`config.mk`:
```
export PLATFORM = sky130hd
export DESIGN_NAME = mpm_ctrl
export DESIGN_NICKNAME = d
export VERILOG_FILES = /design/src/rtl/assert_macros.svh /design/src/rtl/mpm_pkg.sv /design/src/rtl/mpm_ctrl.sv
export SDC_FILE = /design/constraint.sdc
export NUM_CORES = 1
export LEC_CHECK = 0
export ABC_CLOCK_PERIOD_IN_PS = 4450
export BUFFER_PORTS_ARGS = -buffer_cell sky130_fd_sc_hd__buf_2
export CAP_MARGIN = 20
export CORE_MARGIN = 2
export CORE_UTILIZATION = 35
export DETAILED_ROUTE_END_ITERATION = 6
export GPL_TIMING_DRIVEN = 0
export HOLD_SLACK_MARGIN = 0.02
export PLACE_DENSITY_LB_ADDON = 0.1
export SYNTH_ARGS = -nofsm -noshare
export SYNTH_HDL_FRONTEND = slang
export SYNTH_SLANG_ARGS = --single-unit
```
`constraint.sdc`:
```
create_clock -name clock -period 4.45 [get_ports clock]
set_input_delay 0 -clock clock [delete_from_list [all_inputs] [get_ports clock]]
set_output_delay 0 -clock clock [all_outputs]
set_load 0.02 [all_outputs]
```
`src/rtl/assert_macros.svh`:
```
// Assertion macros for the multi-pattern matcher RTL.
// Bodies fall away when SYNTHESIS is defined.
`ifndef ASSERT_MACROS_SVH
`define ASSERT_MACROS_SVH
`ifndef SYNTHESIS
`define MPM_ASSERT(label, clk, rst, prop) \
   label: assert property (@(posedge clk) disable iff (rst) prop) else $error("mpm check failed");
`define MPM_ASSERT_NR(label, clk, prop) \
   label: assert property (@(posedge clk) prop) else $error("mpm check failed");
`else
`define MPM_ASSERT(label, clk, rst, prop)
`define MPM_ASSERT_NR(label, clk, prop)
`endif
`endif

```
`src/rtl/mpm_pkg.sv`:
```
// Shared constants, codes and types of the multi-pattern matcher.
// No dependencies.
package mpm_pkg;
   localparam int MAX_NODES_DEF     = 256;
   localparam int MAX_PATTERNS_DEF  = 64;
   localparam int ALPHABET_SIZE_DEF = 26;
   localparam int POSITION_BITS_DEF = 32;
   localparam logic [7:0] LETTER_LOW  = 8'd65;
   localparam logic [7:0] LETTER_HIGH = 8'd90;
   localparam logic [6:0] RESULT_LIMIT = 7'd64;

   localparam logic [2:0] CMD_CLEAR  = 3'd0;
   localparam logic [2:0] CMD_INSERT = 3'd1;
   localparam logic [2:0] CMD_BUILD  = 3'd2;
   localparam logic [2:0] CMD_NEWTXT = 3'd3;
   localparam logic [2:0] CMD_TEXT   = 3'd4;

   localparam logic [1:0] ST_OK      = 2'd0;
   localparam logic [1:0] ST_RANGE   = 2'd1;
   localparam logic [1:0] ST_FULL    = 2'd2;
   localparam logic [1:0] ST_UNBUILT = 2'd3;

   typedef struct packed {
      logic child;
      logic fail;
      logic outl;
      logic depth;
      logic first;
      logic lastp;
      logic pnext;
      logic bfs;
   } mpm_we_type;
endpackage

```
`src/rtl/mpm_ctrl.sv`:
```
// Command sequencer: clearing sweep, trie insertion, breadth-first link build
// and text walk with hit reporting. Uses mpm_pkg; drives mpm_store.
module mpm_ctrl
   import mpm_pkg::*;
#(
   parameter int N  = MAX_NODES_DEF,
   parameter int P  = MAX_PATTERNS_DEF,
   parameter int A  = ALPHABET_SIZE_DEF,
   parameter int PB = POSITION_BITS_DEF,
   parameter int NW = $clog2(N),
   parameter int CW = $clog2(N * A),
   parameter int PW = $clog2(P + 1),
   parameter int PIW = (P > 1) ? $clog2(P) : 1
) (
   input  logic           clock,
   input  logic           reset,
   input  logic           start,
   output logic           busy,
   input  logic [2:0]     req_command,
   input  logic [7:0]     req_letter,
   input  logic           req_last_letter,
   output logic           rsp_valid,
   output logic [1:0]     rsp_status,
   output logic           rsp_found,
   output logic [5:0]     rsp_pattern_index,
   output logic [31:0]    rsp_start_position,
   output logic           rsp_last,
   output mpm_we_type     we,
   output logic [CW-1:0]  child_wa,
   output logic [NW-1:0]  child_wd,
   output logic [CW-1:0]  child_ra,
   input  logic [NW-1:0]  child_rd,
   output logic [NW-1:0]  node_wa,
   output logic [NW-1:0]  node_ra,
   output logic [NW-1:0]  fail_wd,
   output logic [NW-1:0]  outl_wd,
   output logic [NW-1:0]  depth_wd,
   output logic [PW-1:0]  first_wd,
   output logic [PW-1:0]  lastp_wd,
   input  logic [NW-1:0]  fail_rd,
   input  logic [NW-1:0]  outl_rd,
   input  logic [NW-1:0]  depth_rd,
   input  logic [PW-1:0]  first_rd,
   input  logic [PW-1:0]  lastp_rd,
   output logic [PIW-1:0] pnext_wa,
   output logic [PW-1:0]  pnext_wd,
   output logic [PIW-1:0] pnext_ra,
   input  logic [PW-1:0]  pnext_rd,
   output logic [NW-1:0]  bfs_wa,
   output logic [NW-1:0]  bfs_wd,
   output logic [NW-1:0]  bfs_ra,
   input  logic [NW-1:0]  bfs_rd
);
   localparam int AW  = $clog2(A);
   localparam int SWL = (N * A > P) ? N * A : P;
   localparam int SW  = $clog2(SWL);

   typedef enum logic [20:0] {
      S_SWEEP  = 21'h000001, S_IDLE   = 21'h000002, S_INS1   = 21'h000004,
      S_INS2   = 21'h000008, S_BR_RD  = 21'h000010, S_BR_CK  = 21'h000020,
      S_B_POP  = 21'h000040, S_B_U    = 21'h000080, S_B_FU   = 21'h000100,
      S_B_CRD  = 21'h000200, S_B_CCK  = 21'h000400, S_B_FRD  = 21'h000800,
      S_B_FCK  = 21'h001000, S_B_FNX  = 21'h002000, S_B_OUT  = 21'h004000,
      S_T_CRD  = 21'h008000, S_T_CCK  = 21'h010000, S_T_FNX  = 21'h020000,
      S_T_LIST = 21'h040000, S_T_EMIT = 21'h080000, S_T_PN   = 21'h100000
   } state_type;

   state_type     state_ff, state_in;
   logic [SW-1:0] sweep_ff, sweep_in;
   logic          swrsp_ff, swrsp_in;
   logic [AW-1:0] c_ff, c_in;
   logic          fin_ff, fin_in;
   logic [NW:0]   ncount_ff, ncount_in;
   logic [PW-1:0] pcount_ff, pcount_in;
   logic [NW-1:0] ins_node_ff, ins_node_in;
   logic [NW-1:0] ins_dep_ff, ins_dep_in;
   logic [NW-1:0] txt_node_ff, txt_node_in;
   logic [PB-1:0] pos_ff, pos_in;
   logic          built_ff, built_in;
   logic [NW-1:0] head_ff, head_in, tail_ff, tail_in;
   logic [AW:0]   cc_ff, cc_in;
   logic [NW-1:0] u_ff, u_in, fu_ff, fu_in, v_ff, v_in, t_ff, t_in;
   logic [NW-1:0] walk_ff, walk_in, o_ff, o_in, dep_ff, dep_in;
   logic [PW-1:0] p_ff, p_in, pat_ff, pat_in;
   logic [6:0]    nh_ff, nh_in;
   logic          pend_ff, pend_in;
   logic [5:0]    pend_idx_ff, pend_idx_in;
   logic [31:0]   pend_st_ff, pend_st_in;
   logic          rv_ff, rv_in, rf_ff, rf_in, rl_ff, rl_in;
   logic [1:0]    rs_ff, rs_in;
   logic [5:0]    ri_ff, ri_in;
   logic [31:0]   rp_ff, rp_in;
   logic [7:0]    lidx;
   logic          good;
   logic [NW-1:0] newv;
   logic [PB-1:0] hit_st;

   assign lidx = req_letter - LETTER_LOW;
   assign good = (req_letter >= LETTER_LOW) && (req_letter <= LETTER_HIGH) &&
                 (int'(lidx) < A);
   assign hit_st = pos_ff + PB'(1) - PB'(dep_ff);
   assign busy = (state_ff != S_IDLE);
   assign rsp_valid = rv_ff;
   assign rsp_status = rs_ff;
   assign rsp_found = rf_ff;
   assign rsp_pattern_index = ri_ff;
   assign rsp_start_position = rp_ff;
   assign rsp_last = rl_ff;

   always_comb begin
      state_in = state_ff;  sweep_in = sweep_ff;  swrsp_in = swrsp_ff;
      c_in = c_ff;  fin_in = fin_ff;  ncount_in = ncount_ff;  pcount_in = pcount_ff;
      ins_node_in = ins_node_ff;  ins_dep_in = ins_dep_ff;  txt_node_in = txt_node_ff;
      pos_in = pos_ff;  built_in = built_ff;  head_in = head_ff;  tail_in = tail_ff;
      cc_in = cc_ff;  u_in = u_ff;  fu_in = fu_ff;  v_in = v_ff;  t_in = t_ff;
      walk_in = walk_ff;  o_in = o_ff;  dep_in = dep_ff;  p_in = p_ff;  pat_in = pat_ff;
      nh_in = nh_ff;  pend_in = pend_ff;  pend_idx_in = pend_idx_ff;
      pend_st_in = pend_st_ff;
      rv_in = 1'b0;  rs_in = rs_ff;  rf_in = rf_ff;  ri_in = ri_ff;  rp_in = rp_ff;
      rl_in = rl_ff;
      we = '0;  child_wa = '0;  child_wd = '0;  child_ra = '0;
      node_wa = '0;  node_ra = '0;  fail_wd = '0;  outl_wd = '0;  depth_wd = '0;
      first_wd = PW'(P);  lastp_wd = PW'(P);
      pnext_wa = '0;  pnext_wd = PW'(P);  pnext_ra = '0;
      bfs_wa = '0;  bfs_wd = '0;  bfs_ra = '0;
      newv = '0;
      case (state_ff)
         S_SWEEP: begin
            child_wa = CW'(sweep_ff);
            we.child = (int'(sweep_ff) < N * A);
            node_wa = NW'(sweep_ff);
            we.fail  = (int'(sweep_ff) < N);
            we.outl  = (int'(sweep_ff) < N);
            we.depth = (int'(sweep_ff) < N);
            we.first = (int'(sweep_ff) < N);
            we.lastp = (int'(sweep_ff) < N);
            pnext_wa = PIW'(sweep_ff);
            we.pnext = (int'(sweep_ff) < P);
            sweep_in = sweep_ff + SW'(1);
            if (int'(sweep_ff) == SWL - 1) begin
               state_in = S_IDLE;
               if (swrsp_ff) begin
                  rv_in = 1'b1;  rs_in = ST_OK;  rf_in = 1'b0;  ri_in = '0;
                  rp_in = '0;  rl_in = 1'b1;
               end
            end
         end
         S_IDLE: begin
            if (start) begin
               c_in = AW'(lidx);
               fin_in = req_last_letter;
               rs_in = ST_OK;  rf_in = 1'b0;  ri_in = '0;  rp_in = '0;  rl_in = 1'b1;
               case (req_command)
                  CMD_CLEAR: begin
                     state_in = S_SWEEP;  sweep_in = '0;  swrsp_in = 1'b1;
                     ncount_in = (NW+1)'(1);  pcount_in = '0;  ins_node_in = '0;
                     ins_dep_in = '0;  txt_node_in = '0;  pos_in = '0;
                     built_in = 1'b0;
                  end
                  CMD_INSERT: begin
                     if (!good) begin
                        ins_node_in = '0;  ins_dep_in = '0;
                        rv_in = 1'b1;  rs_in = ST_RANGE;
                     end else if (req_last_letter && int'(pcount_ff) >= P) begin
                        ins_node_in = '0;  ins_dep_in = '0;
                        rv_in = 1'b1;  rs_in = ST_FULL;
                     end else begin
                        child_ra = CW'(CW'(ins_node_ff) * CW'(A) + CW'(lidx));
                        state_in = S_INS1;
                     end
                  end
                  CMD_BUILD: begin
                     head_in = '0;  tail_in = '0;  cc_in = '0;  state_in = S_BR_RD;
                  end
                  CMD_NEWTXT: begin
                     txt_node_in = '0;  pos_in = '0;  rv_in = 1'b1;
                  end
                  CMD_TEXT: begin
                     if (!good) begin
                        rv_in = 1'b1;  rs_in = ST_RANGE;
                     end else if (!built_ff) begin
                        rv_in = 1'b1;  rs_in = ST_UNBUILT;
                     end else begin
                        walk_in = txt_node_ff;  state_in = S_T_CRD;
                     end
                  end
                  default: begin
                     rv_in = 1'b1;
                  end
               endcase
            end
         end
         S_INS1: begin
            if (child_rd == '0 && int'(ncount_ff) >= N) begin
               ins_node_in = '0;  ins_dep_in = '0;
               rv_in = 1'b1;  rs_in = ST_FULL;  state_in = S_IDLE;
            end else begin
               newv = child_rd;
               if (child_rd == '0) begin
                  newv = NW'(ncount_ff);
                  ncount_in = ncount_ff + (NW+1)'(1);
                  child_wa = CW'(CW'(ins_node_ff) * CW'(A) + CW'(c_ff));
                  child_wd = newv;  we.child = 1'b1;
                  node_wa = newv;  depth_wd = ins_dep_ff + NW'(1);  we.depth = 1'b1;
               end
               built_in = 1'b0;
               if (fin_ff) begin
                  v_in = newv;  node_ra = newv;  pat_in = pcount_ff;
                  pcount_in = pcount_ff + PW'(1);  state_in = S_INS2;
               end else begin
                  ins_node_in = newv;  ins_dep_in = ins_dep_ff + NW'(1);
                  rv_in = 1'b1;  state_in = S_IDLE;
               end
            end
         end
         S_INS2: begin
            node_wa = v_ff;
            if (int'(first_rd) >= P) begin
               first_wd = pat_ff;  we.first = 1'b1;
            end else begin
               pnext_wa = PIW'(lastp_rd);  pnext_wd = pat_ff;  we.pnext = 1'b1;
            end
            lastp_wd = pat_ff;  we.lastp = 1'b1;
            ins_node_in = '0;  ins_dep_in = '0;
            rv_in = 1'b1;  state_in = S_IDLE;
         end
         S_BR_RD: begin
            if (int'(cc_ff) == A) begin
               state_in = S_B_POP;
            end else begin
               child_ra = CW'(cc_ff);  state_in = S_BR_CK;
            end
         end
         S_BR_CK: begin
            if (child_rd != '0) begin
               bfs_wa = tail_ff;  bfs_wd = child_rd;  we.bfs = 1'b1;
               tail_in = tail_ff + NW'(1);
               node_wa = child_rd;  we.fail = 1'b1;  we.outl = 1'b1;
            end
            cc_in = cc_ff + (AW+1)'(1);  state_in = S_BR_RD;
         end
         S_B_POP: begin
            if (head_ff == tail_ff) begin
               built_in = 1'b1;  rv_in = 1'b1;  state_in = S_IDLE;
            end else begin
               bfs_ra = head_ff;  state_in = S_B_U;
            end
         end
         S_B_U: begin
            u_in = bfs_rd;  head_in = head_ff + NW'(1);  node_ra = bfs_rd;
            state_in = S_B_FU;
         end
         S_B_FU: begin
            fu_in = fail_rd;  cc_in = '0;  state_in = S_B_CRD;
         end
         S_B_CRD: begin
            if (int'(cc_ff) == A) begin
               state_in = S_B_POP;
            end else begin
               child_ra = CW'(CW'(u_ff) * CW'(A) + CW'(cc_ff));  state_in = S_B_CCK;
            end
         end
         S_B_CCK: begin
            if (child_rd == '0) begin
               cc_in = cc_ff + (AW+1)'(1);  state_in = S_B_CRD;
            end else begin
               v_in = child_rd;  walk_in = fu_ff;  state_in = S_B_FRD;
            end
         end
         S_B_FRD: begin
            child_ra = CW'(CW'(walk_ff) * CW'(A) + CW'(cc_ff));  state_in = S_B_FCK;
         end
         S_B_FCK: begin
            if (walk_ff != '0 && child_rd == '0) begin
               node_ra = walk_ff;  state_in = S_B_FNX;
            end else begin
               newv = (child_rd == v_ff) ? '0 : child_rd;
               t_in = newv;  node_wa = v_ff;  fail_wd = newv;  we.fail = 1'b1;
               node_ra = newv;  state_in = S_B_OUT;
            end
         end
         S_B_FNX: begin
            walk_in = fail_rd;  state_in = S_B_FRD;
         end
         S_B_OUT: begin
            node_wa = v_ff;
            outl_wd = (int'(first_rd) < P) ? t_ff : outl_rd;
            we.outl = 1'b1;
            bfs_wa = tail_ff;  bfs_wd = v_ff;  we.bfs = 1'b1;
            tail_in = tail_ff + NW'(1);
            cc_in = cc_ff + (AW+1)'(1);  state_in = S_B_CRD;
         end
         S_T_CRD: begin
            child_ra = CW'(CW'(walk_ff) * CW'(A) + CW'(c_ff));  state_in = S_T_CCK;
         end
         S_T_CCK: begin
            if (walk_ff != '0 && child_rd == '0) begin
               node_ra = walk_ff;  state_in = S_T_FNX;
            end else begin
               txt_node_in = child_rd;  node_ra = child_rd;  nh_in = '0;
               state_in = S_T_LIST;
            end
         end
         S_T_FNX: begin
            walk_in = fail_rd;  state_in = S_T_CRD;
         end
         S_T_LIST: begin
            p_in = first_rd;  dep_in = depth_rd;  o_in = outl_rd;  state_in = S_T_EMIT;
         end
         S_T_EMIT: begin
            if (int'(p_ff) < P && nh_ff < RESULT_LIMIT) begin
               if (pend_ff) begin
                  rv_in = 1'b1;  rs_in = ST_OK;  rf_in = 1'b1;  ri_in = pend_idx_ff;
                  rp_in = pend_st_ff;  rl_in = 1'b0;
               end
               pend_in = 1'b1;  pend_idx_in = 6'(p_ff);  pend_st_in = 32'(hit_st);
               nh_in = nh_ff + 7'd1;  pnext_ra = PIW'(p_ff);  state_in = S_T_PN;
            end else if (o_ff != '0 && nh_ff < RESULT_LIMIT) begin
               node_ra = o_ff;  state_in = S_T_LIST;
            end else begin
               pos_in = pos_ff + PB'(1);
               rv_in = 1'b1;  rs_in = ST_OK;  rl_in = 1'b1;
               rf_in = pend_ff;
               ri_in = pend_ff ? pend_idx_ff : 6'd0;
               rp_in = pend_ff ? pend_st_ff : 32'd0;
               pend_in = 1'b0;  state_in = S_IDLE;
            end
         end
         S_T_PN: begin
            p_in = pnext_rd;  state_in = S_T_EMIT;
         end
         default: begin
            state_in = S_IDLE;
         end
      endcase
   end

   always_ff @(posedge clock) begin
      if (reset) begin
         state_ff <= S_SWEEP;  sweep_ff <= '0;  swrsp_ff <= 1'b0;
         ncount_ff <= (NW+1)'(1);  pcount_ff <= '0;  ins_node_ff <= '0;
         ins_dep_ff <= '0;  txt_node_ff <= '0;  pos_ff <= '0;  built_ff <= 1'b0;
         head_ff <= '0;  tail_ff <= '0;  cc_ff <= '0;  nh_ff <= '0;
         pend_ff <= 1'b0;  rv_ff <= 1'b0;
      end else begin
         state_ff <= state_in;  sweep_ff <= sweep_in;  swrsp_ff <= swrsp_in;
         ncount_ff <= ncount_in;  pcount_ff <= pcount_in;  ins_node_ff <= ins_node_in;
         ins_dep_ff <= ins_dep_in;  txt_node_ff <= txt_node_in;  pos_ff <= pos_in;
         built_ff <= built_in;  head_ff <= head_in;  tail_ff <= tail_in;
         cc_ff <= cc_in;  nh_ff <= nh_in;  pend_ff <= pend_in;  rv_ff <= rv_in;
      end
      c_ff <= c_in;  fin_ff <= fin_in;  u_ff <= u_in;  fu_ff <= fu_in;  v_ff <= v_in;
      t_ff <= t_in;  walk_ff <= walk_in;  o_ff <= o_in;  dep_ff <= dep_in;
      p_ff <= p_in;  pat_ff <= pat_in;  pend_idx_ff <= pend_idx_in;
      pend_st_ff <= pend_st_in;  rs_ff <= rs_in;  rf_ff <= rf_in;  ri_ff <= ri_in;
      rp_ff <= rp_in;  rl_ff <= rl_in;
   end
endmodule

```
==> results by group, run 1 <==
Critical path
  – CP Data Required Time: around 4500 ps
  – Setup slack, reg-to-reg: roughly 280 ps
  – Crit path launch type: flop
  – Worst R2R End: pend_st_ff[29]
  – Logic depth of the worst path, buffers included: 17
  – Max incr delay on CP: around 570 ps
  – Reg-to-Reg Start: pos_ff[0]
  – CP arrival: 4530 ps
  – Crit-path slowest cell: or4_4
  – Crit path buf inv count: 3
  – Reg2Reg Depth: 13
  – Crit path cell chain: or4_4 > nor3_4 > nand4_1 > or3b_4 > mux2_4 > ha_4 > inv_2 > fa_2 > inv_2 > a21oi_2 > o21bai_1 > a21oi_2 > or3_4 > xnor2_4 > nor2_2 > a221o_1 > buf_6
  – Crit Path Class: reg -> out
  – CP max FO: 5
  – Cell family with most CP delay: simple AND/OR/NAND/NOR gates
  – Worst Setup End Kind: output port

Power
  – Power density cells: between 200 and 300 mW/mm^2
  – Switch share: 0.247
  – Maximum VDD drop: 0.000219 V
  – Pleak: between 9 and 10 nW
  – Reg power frac: 0.455
  – Int Power: about 4.8 mW
  – Combinational share of power: 0.081
  – Share of total power in the clock network: 0.464
  – Net switching power: approximately 1.6 mW

Global routing
  – First-pass GRT wire length: 94.0 mm
  – Total Routing Usage GR: 0.229
  – Vias in the first global route: around 16000
  – Largest net degree at the start of global routing: 36
  – GRT overflow: 0
  – Initial antenna violation count: 3

Timing
  – Final Hold Viols: 0
  – Fin crit period: 4530 ps
  – Final-report max-slew violation count: 0
  – Final worst slack: -77.2 ps
  – Slew @ Worst Pin: 1120 ps
  – Final setup fails: 1
  – Final period util: 1.02
  – Clock Skews: around 36 ps
  – Setup TNS: -77.2 ps
  – Max Freq: ~220 MHz
  – RSZ-0062 raised after global routing: true
  – Slew headroom: 0.256

Yosys
  – Sequential element share of the synthesized area: 0.406
  – Synth Net Count: about 2200
  – FFs w/ async S/R, synth: 0
  – #FFs+latches synth: slightly below 300
  – Synth Area in Compound Gates: 0.135
  – Synth Area in Adders: 0.0932
  – Synth Area in Simple Gates: 0.233
  – Ys flop type: edfxtp_1
  – Synth top area share: 0.255
  – Largest family of logic cells by synthesized area: simple AND/OR/NAND/NOR gates
  – Syn_area_per_cell: between 9 and 10 um^2
  – EDFF count, synth: 156
  – Most frequent cells after synthesis: nor2_1, nand2_1, edfxtp_1, dfxtp_1, a21oi_1
  – Multiplexer share of the synthesized area: 0.0155
  – Synth unique cells: 70
  – Cells after Synth: 2010
  – Largest cells by area after synthesis: edfxtp_1, dfxtp_1, ha_1, nor2_1, xnor2_1
  – Synth Warn #: 0
  – Synth Area in XOR/XNOR: 0.0810
  – Synth area leader: edfxtp_1
  – Cell with the most instances after synthesis: nor2_1
  – Synth Cell Area: about 0.018 mm^2

Detailed routing
  – DR vias: about 17000
  – DRT antenna net count: 0
  – 1st-iter DRT viols: around 1100
  – DR vias/cell: 5.37
  – Routed wire length: about 64 mm
  – Remaining DRCs: 0
  – DRT Pass-1 Iters: 6
  – Wire length per cell: 20.6 um

Place
  – # port buffers: 249
  – HPWL after DPL: about 49 mm
  – Routability congestion estimate: 0.938
  – Area after DPL: slightly above 0.02 mm^2

Finish
  – Final net count: ~2600
  – Antenna cell count: 0
  – Layout cells sized above 1: 0.167
  – # fillers: roughly 5200
  – Finished Cell Area: 0.0226 mm^2
  – Area delta synth->final: 23.0%

CTS
  – Clk buf depth: 3
  – H-tree levels: 2
  – CTS tree: built
  – Clock-pin slew on the worst setup and hold paths: roughly 60 ps
  – # clock sinks: 295
  – Total CTS buffers: 36
  – Clock root buffer: clkbuf_16
  – Clk_lat worst skew: ~560 ps

Worst hold path
  – Worst Hold Class: in -> reg
  – Worst hold endpoint: rsp_valid
  – Worst hold start: start
  – Hold Path Cell Cnt: 4

Die
  – Num rows: between 80 and 90
  – Die width: between 200 and 250 um
  – Core ar.: ~0.052 mm^2
  – Starting density of the core: 0.352
  – IO Pins: roughly 260
  – Die span in y: about 230 um
  – Die area: 0.0544 mm^2

Run status
  – Violated checks: setup timing
  – Status: finished, violations left

Job
  – Max-Cap Viols: 0
[final cells by class]
class | instances | area (um^2) | area share
Buffer | 86 | 332 | 0.0147
Tap cell | 688 | 861 | 0.0381
Inverter | 87 | 327 | 0.0144
Multi-Input combinational cell | 1541 | 10400 | 0.461
Sequential cell | 295 | 7470 | 0.330
Clock inverter | 16 | 141 | 0.00625
Clock buffer | 49 | 1040 | 0.0461
Timing Repair Buffer | 327 | 2020 | 0.0893
[power by group through the flow]
| stage | combinational [mW] | clock [mW] | sequential, mW |
|---|---|---|---|
| 2_1_floorplan | 0.216 | 0 | 3.03 |
| 3_3_place_gp | 0.462 | 0 | 2.99 |
| 3_5_place_dp | 0.470 | 0 | 2.99 |
| 4_1_cts | 0.520 | 3.05 | 2.93 |
| 5_1_grt | 0.563 | 3.16 | 2.93 |
| 6_report | 0.522 | 2.99 | 2.93 |
[how the worst max path moves through the flow]
| stage | to | slack (ps) | start |
|---|---|---|---|
| 2_1_floorplan | child_ra[9] | 310 | state_ff[10] |
| 3_3_place_gp | rsp_pattern_index[0] | -950 | state_ff[10] |
| 3_5_place_dp | child_ra[9] | -420 | state_ff[10] |
| 4_1_cts | child_ra[9] | -150 | state_ff[11] |
| 5_1_grt | child_ra[9] | -160 | state_ff[16] |
| 6_report | child_ra[9] | -80 | state_ff[16] |
[layer usage]
layer / track usage / share of wire
met5: 0 / 0.00033
met3: 0.0471 / 0.072
met1: 0.323 / 0.46
met4: 0.0601 / 0.023
met2: 0.353 / 0.44
[through the flow]
step / hold slack, ps / power, mW / setup slack (ps) / std cells / utilization
detailed placement: 178 / 3.46 / -418 / 2952 / 0.393
global route: 89.8 / 6.65 / -160 / 3089 / 0.433
floorplan: 98.9 / 3.24 / 309 / 2010 / -
finish: 90.7 / 6.44 / -77.2 / 3089 / 0.433
global placement: 184 / 3.45 / -954 / 2947 / 0.392
CTS: 47.5 / 6.50 / -148 / 3081 / 0.429
[sequential cells by signal, indices dropped and copies added (netlist names), 7 cells and up]
register and cells:
pos_ff 32, p_ff 7, v_ff 8, pcount_ff 7, o_ff 8, ins_node_ff 8
nh_ff 7, u_ff 8, pend_st_ff 32, tail_ff 8, fu_ff 8, head_ff 8
ncount_ff 9, t_ff 8, walk_ff 8, state_ff 21, dep_ff 8, sweep_ff 13
txt_node_ff 8, ins_dep_ff 8, pat_ff 7, rsp_start_position 32
[timing repair]
item,in CTS,in global routing
buffers inserted,5,6
hold endpoints to repair,75,0
gates resized for setup,10,36
hold buffers,60,0
pin swaps,3,17
gates cloned,0,0
endpoints found under the setup margin,57,15
[logic make-up after synthesis]
kind of cell / count (synthesis)
buffers and inverters: 174
xor gates and xnor gates: 170
and+or+nand+nor: 838
DFF: 295
AOI/OAI and AO/OA: 381
adders and majority gates: 125
muxes: 27
[placed cells by master (no fill, tap or decap), drive strengths merged, types with 9 or more instances in the layout]
cell / instances
nor3: 44
dfxtp: 139
nand3b: 18
o21ai: 88
nor2: 225
or2: 10
and3: 39
a21oi: 116
mux2i: 15
edfxtp: 156
buf: 274
a221o: 15
a22o: 9
clkinv: 12
nand4: 36
clkbuf: 128
or4: 16
nand3: 61
mux2: 12
fa: 20
a22oi: 29
a221oi: 9
o21a: 12
a211oi: 14
and2: 96
nand2b: 18
a21o: 19
and4: 9
nand2: 164
xnor2: 89
o211ai: 9
dlygate4sd3: 60
inv: 88
nor2b: 18
or3: 36
ha: 105
xor2: 81
nor4: 27
[worst reg2reg max path, cell delays in order (launching register included)]
cell and delay [ps]:
dfxtp_1 500, ha_1 350, and3_1 340, nand3_1 130, xnor2_1 180, ha_1 260, or4_1 530, o21ai_0 200
o2111ai_1 220, or3_1 360, clkbuf_1 200, and4b_1 360, nand3_1 110, xnor2_1 150
(Power assumes the default switching activity.)
==> run 2, diff against run 1 <==
- BUFFER_PORTS_ARGS: -buffer_cell sky130_fd_sc_hd__buf_2 -> -buffer_cell sky130_fd_sc_hd__buf_4
- CORE_ASPECT_RATIO: unset -> 1.1
==> results by group, run 2 (same netlist as run 1, synthesis figures left out) <==
Global routing
  – GRT overflow: 0 (unchanged)
  – Total Routing Usage GR: 0.227 (-0.00133)
  – Vias in the first global route: 16442 (+5.5%)
  – First-pass GRT wire length: 95.7 mm (+1.8%)
  – Initial antenna violation count: 0 (-3)
  – Largest net degree at the start of global routing: 42 (+17%)

Detailed routing
  – Highest Signal Layer: met4
  – DR vias: 16300 (-1.8%)
  – DRT antenna net count: 0 (unchanged)
  – Routed wire length: 62.9 mm (-1.1%)
  – DRT Pass-1 Iters: 5 (-1)
  – DR vias/cell: 5.31 (-1.2%)
  – Wire length per cell: 20.5 um (-0.49%)
  – Met1 WL: 25.8 mm (-12%)
  – 1st-iter DRT viols: 952 (-11%)
  – Met2 Routed Length: 31.6 mm (+12%)
  – Met3 wire len: 2.49 mm (-45%)
  – Remaining DRCs: 0 (unchanged)

CTS
  – Clock-pin slew on the worst setup and hold paths: 60 ps (about the same)
  – Clk buf depth: 3 (unchanged)
  – Total CTS buffers: 35 (-2.8%)
  – Clk_lat worst skew: 530 ps (-30 ps)
  – # clock sinks: 295 (unchanged)
  – H-tree levels: 2 (unchanged)
  – CTS tree: built
  – Clock root buffer: clkbuf_16

Finish
  – Final net count: 2569 (-0.23%)
  – Final Util: 0.443 (+0.00992)
  – Layout cells sized above 1: 0.162 (-0.00411)
  – Antenna cell count: 0 (unchanged)
  – Commonest non-fill, non-tap cells in the layout: buf_4, nor2_1, nand2_1, edfxtp_1, dfxtp_1
  – Area delta synth->final: 25.8%
  – Commonest non-fill, non-tap cell in the layout: buf_4

Timing
  – Slew @ Worst Pin: 1100 ps (-17.7 ps)
  – Final Hold Viols: 0 (unchanged)
  – RSZ-0062 raised after global routing: true
  – Max Freq: 224 MHz (+1.5%)
  – Fin crit period: 4460 ps (-68.5 ps)
  – Clock Skews: 11.7 ps (-24.7 ps)
  – Final setup fails: 1 (unchanged)
  – Final-report max-slew violation count: 0 (unchanged)
  – Final worst slack: -8.68 ps (+68.5 ps)
  – Final period util: 1.00 (-0.0154)
  – Slew headroom: 0.267 (+0.0118)

Job
  – Max-Cap Viols: 0 (unchanged)

Die
  – Die area: 0.0544 mm^2 (about the same)
  – Starting density of the core: 0.352 (about the same)
  – Num rows: 88 (+4.8%)
  – Die width: 223 um (-4.6%)
  – Core ar.: 0.0522 mm^2 (about the same)
  – Die span in y: 244 um (+4.8%)
  – IO Pins: 259 (unchanged)

Power
  – Maximum VDD drop: 0.000257 V (+17%)
  – Power density cells: 276 mW/mm^2 (-2.8%)
  – Power Total: 6.39 mW (-0.71%)
  – Pleak: 9.43 nW (+0.60%)

Critical path
  – CP arrival: 4460 ps (-70 ps)
  – Crit Path Class: reg -> out
  – Crit path launch type: flop
  – Worst Setup End Kind: output port
  – Reg2Reg Depth: 10 (-3)
  – CP Data Required Time: 4450 ps (about the same)
  – CP max FO: 7 (+2)

Worst hold path
  – Hold Path Cell Cnt: 3 (-1)
  – Worst Hold Class: in -> reg

Place
  – HPWL after DPL: 49.7 mm (+0.71%)
  – Routability congestion estimate: 0.919 (-2.0%)
  – # port buffers: 249 (unchanged)

Run status
  – Status: finished, violations left
  – Violated checks: setup timing
run 2: path summary, 6_finish.rpt:
path                     start                   end  slack, ps
hold / removal     child_rd[5]        txt_node_ff[5]         90
setup reg to reg  state_ff[10]  rsp_pattern_index[1]        130
hold reg to reg        p_ff[1]        pend_idx_ff[1]        440
setup / recovery  state_ff[10]           child_ra[9]         -9
run 2: through the flow:
stage | setup TNS (ps) | instances | cell area (um^2) | worst slack (ps) | hold slack, ps
4_1_cts | -194 | 3062 | 23000 | -194 | 64.9
6_report | -8.68 | 3069 | 23100 | -8.68 | 91.4
3_3_place_gp | -40980 | 2934 | 21100 | -1010 | 181
5_1_grt | -350 | 3069 | 23100 | -165 | 89.7
2_1_floorplan | 0 | 2010 | 18400 | 309 | 98.9
3_5_place_dp | -6380 | 2937 | 21200 | -446 | 181
run 2: cell type report:
cell class              instances  area [um^2]
fillers                      5235        29100
multi-input cells            1541        10400
flip-flops and latches        295         7480
repair buffers                322         2610
clock buffers                  51         1050
well taps                     675          845
plain buffers                  86          332
inverters                      87          327
clock inverters                12         93.8
run 2: power by group:
group / internal (mW) / switching, mW
Clock: 1.70 / 1.17
Combinational: 0.230 / 0.360
Sequential: 2.90 / 0.0279
run 2: per-layer routing:
layer,GRT usage,vias up
li1,-,7937
met1,0.270,7804
met2,0.407,431
met3,0.0258,128
met4,0.110,0
met5,0,-
run 2: critical path, cell delays in order (launching register included):
cell      delay, ps
dfxtp_4         360
or4_4           560
nor3_4          210
nand4_1         120
or3b_4          470
mux2_4          240
ha_4            130
inv_2            40
fa_2            360
inv_2            60
a21oi_2          50
o21bai_2        160
a21oi_2          80
or3_4           380
xnor2_2         190
nor2_2           70
a221o_1         300
buf_6           140
run 2: repair_timing:
action | CTS | global route
endpoints found under the hold margin | 77 | 0
gates resized for setup | 6 | 29
setup buffers | 2 | 5
endpoints found under the setup margin | 64 | 44
pin swaps | 2 | 11
hold buffers | 61 | 0
==> run 3, diff against run 2 <==
- SKIP_LAST_GASP: unset -> 1
==> results by group, run 3 (same netlist as run 1, synthesis figures left out) <==
Die
  – Num rows: 88 (unchanged)
  – IO Pins: 259 (unchanged)
  – Die width: 223 um (unchanged)
  – Die area: 0.0544 mm^2 (unchanged)
  – Die span in y: 244 um (unchanged)
  – Starting density of the core: 0.352 (unchanged)
  – Core ar.: 0.0522 mm^2 (unchanged)

Job
  – Max-Cap Viols: 0 (unchanged)

Timing
  – Final Hold Viols: 0 (unchanged)
  – Final period util: 1.00 (about the same)
  – Final-report max-slew violation count: 0 (unchanged)
  – RSZ-0062 raised after global routing: true
  – Max Freq: 224 MHz (about the same)
  – Final worst slack: -12.9 ps (-4.17 ps)
  – Slew headroom: 0.261 (-0.00647)
  – Final setup fails: 1 (unchanged)
  – Slew @ Worst Pin: 1110 ps (+9.70 ps)
  – Setup TNS: -12.9 ps (-4.17 ps)
  – Clock Skews: 12.0 ps (+0.277 ps)
  – Fin crit period: 4460 ps (+4.17 ps)

Detailed routing
  – Remaining DRCs: 0 (unchanged)
  – DRT Pass-1 Iters: 5 (unchanged)
  – 1st-iter DRT viols: 943 (-0.95%)
  – DR vias/cell: 5.32 (+0.17%)
  – Wire length per cell: 20.5 um (about the same)
  – Routed wire length: 63.0 mm (about the same)
  – DRT antenna net count: 0 (unchanged)
  – DR vias: 16327 (+0.17%)

Global routing
  – Largest net degree at the start of global routing: 42 (unchanged)
  – Vias in the first global route: 16442 (unchanged)
  – GRT overflow: 0 (unchanged)
  – Initial antenna violation count: 0 (unchanged)
  – First-pass GRT wire length: 95.7 mm (unchanged)
  – Total Routing Usage GR: 0.227 (unchanged)

Power
  – Reg power frac: 0.459 (about the same)
  – Switch share: 0.244 (about the same)
  – Power density cells: 276 mW/mm^2 (about the same)
  – Combinational share of power: 0.092 (about the same)
  – Share of total power in the clock network: 0.449 (about the same)
  – Maximum VDD drop: 0.000257 V (about the same)
  – Int Power: 4.83 mW (about the same)
  – Net switching power: 1.56 mW (about the same)
  – Pleak: 9.43 nW (unchanged)

Critical path
  – Crit Path Class: reg -> out
  – CP max FO: 7 (unchanged)
  – Crit path launch type: flop
  – Max incr delay on CP: 560 ps (about the same)
  – Worst Setup End Kind: output port
  – CP Data Required Time: 4450 ps (about the same)
  – Cell family with most CP delay: simple AND/OR/NAND/NOR gates
  – Crit path cell chain: or4_4 > nor3_4 > nand4_1 > or3b_4 > mux2_4 > ha_4 > inv_2 > fa_2 > inv_2 > a21oi_2 > o21bai_2 > a21oi_2 > or3_4 > xnor2_2 > nor2_2 > a221o_1 > buf_6
  – CP arrival: 4460 ps (about the same)
  – Crit path buf inv count: 3 (unchanged)
  – Crit-path slowest cell: or4_4

Worst hold path
  – Worst Hold Class: in -> reg

Finish
  – Layout cells sized above 1: 0.162 (unchanged)
  – Antenna cell count: 0 (unchanged)
  – Area delta synth->final: 25.8% (unchanged)
  – Layout Cells excl Fill: 3069 (unchanged)
  – Commonest non-fill, non-tap cell in the layout: buf_4
  – # fillers: 5235 (unchanged)
  – Final net count: 2569 (unchanged)
  – Commonest non-fill, non-tap cells in the layout: buf_4, nor2_1, nand2_1, edfxtp_1, dfxtp_1

Place
  – HPWL after DPL: 49.7 mm (unchanged)
  – Routability congestion estimate: 0.919 (unchanged)
  – Placed Cells: 2937 (unchanged)
  – # port buffers: 249 (unchanged)

CTS
  – Total CTS buffers: 35 (unchanged)
  – Clock-pin slew on the worst setup and hold paths: 60 ps (about the same)
  – Clk buf depth: 3 (unchanged)
  – Clk_lat worst skew: 530 ps (about the same)
  – CTS tree: built
  – Clock root buffer: clkbuf_16
  – H-tree levels: 2 (unchanged)
  – # clock sinks: 295 (unchanged)

Run status
  – Status: finished, violations left
  – Violated checks: setup timing
[run 3: cell counts in the layout (fill, tap and decap cells not counted)]
No cell type changed its count.
[run 3: final timing paths]
check / slack (ps) / start / end / cells after the start
hold / removal: 90 / child_rd[5] / txt_node_ff[5] / 3
setup / recovery: -10 / state_ff[10] / child_ra[9] / 17
setup reg to reg: 140 / state_ff[10] / rsp_pattern_index[1] / 10
hold reg to reg: 440 / p_ff[1] / pend_idx_ff[1] / 0
[run 3: worst reg2reg max path: stages, from the launching register on]
cell and delay [ps]:
dfxtp_4 360, or4_4 560, nor3_4 220, buf_4 190
and2_1 210, and4b_1 210, clkbuf_1 430, clkbuf_2 380
clkbuf_1 540, o21a_2 620, buf_16 260
[run 3: area by class of cell]
| type | count | area (um^2) | area share |
|---|---|---|---|
| multi-input combinational | 1541 | 10400 | 0.449 |
| sequential | 295 | 7480 | 0.323 |
| timing repair buffer | 322 | 2610 | 0.113 |
| clock buffer | 51 | 1050 | 0.0453 |
| tap | 675 | 845 | 0.0365 |
| buffer | 86 | 332 | 0.0143 |
| inverter | 87 | 327 | 0.0141 |
| clock inverter | 12 | 93.8 | 0.00406 |
[run 3: through the flow]
| stage | power (mW) | area [um^2] | util | hold WS [ps] | worst slack [ps] |
|---|---|---|---|---|---|
| floorplan | 3.24 | 18400 | - | 98.9 | 309 |
| global placement | 3.52 | 21100 | 0.404 | 181 | -1010 |
| detailed placement | 3.53 | 21200 | 0.406 | 181 | -446 |
| CTS | 6.45 | 23000 | 0.440 | 64.9 | -194 |
| global route | 6.59 | 23100 | 0.443 | 89.7 | -165 |
| finish | 6.39 | 23100 | 0.443 | 90.5 | -12.9 |
[run 3: power groups by stage]
stage	registers [mW]	clock network, mW	logic, mW
3_3_place_gp	3.00	0	0.525
3_5_place_dp	2.99	0	0.536
4_1_cts	2.93	2.93	0.587
6_report	2.93	2.87	0.590
5_1_grt	2.93	3.03	0.624
2_1_floorplan	3.03	0	0.216
[run 3: metal layers]
metal,wire length (um),vias to the layer above,share of wire,GRT usage
li1,-,7933,-,-
met4,3110,0,0.049,0.110
met5,0,-,0,0
met3,2660,130,0.042,0.0258
met2,31600,461,0.50,0.407
met1,25600,7803,0.41,0.270
[run 3: repair_timing]
action / CTS / global route
hold buffers: 61 / 0
endpoints found under the setup margin: 64 / 44
buffers inserted: 2 / 5
resized for setup: 6 / 29
pin swaps: 2 / 11
hold endpoints to repair: 77 / 0
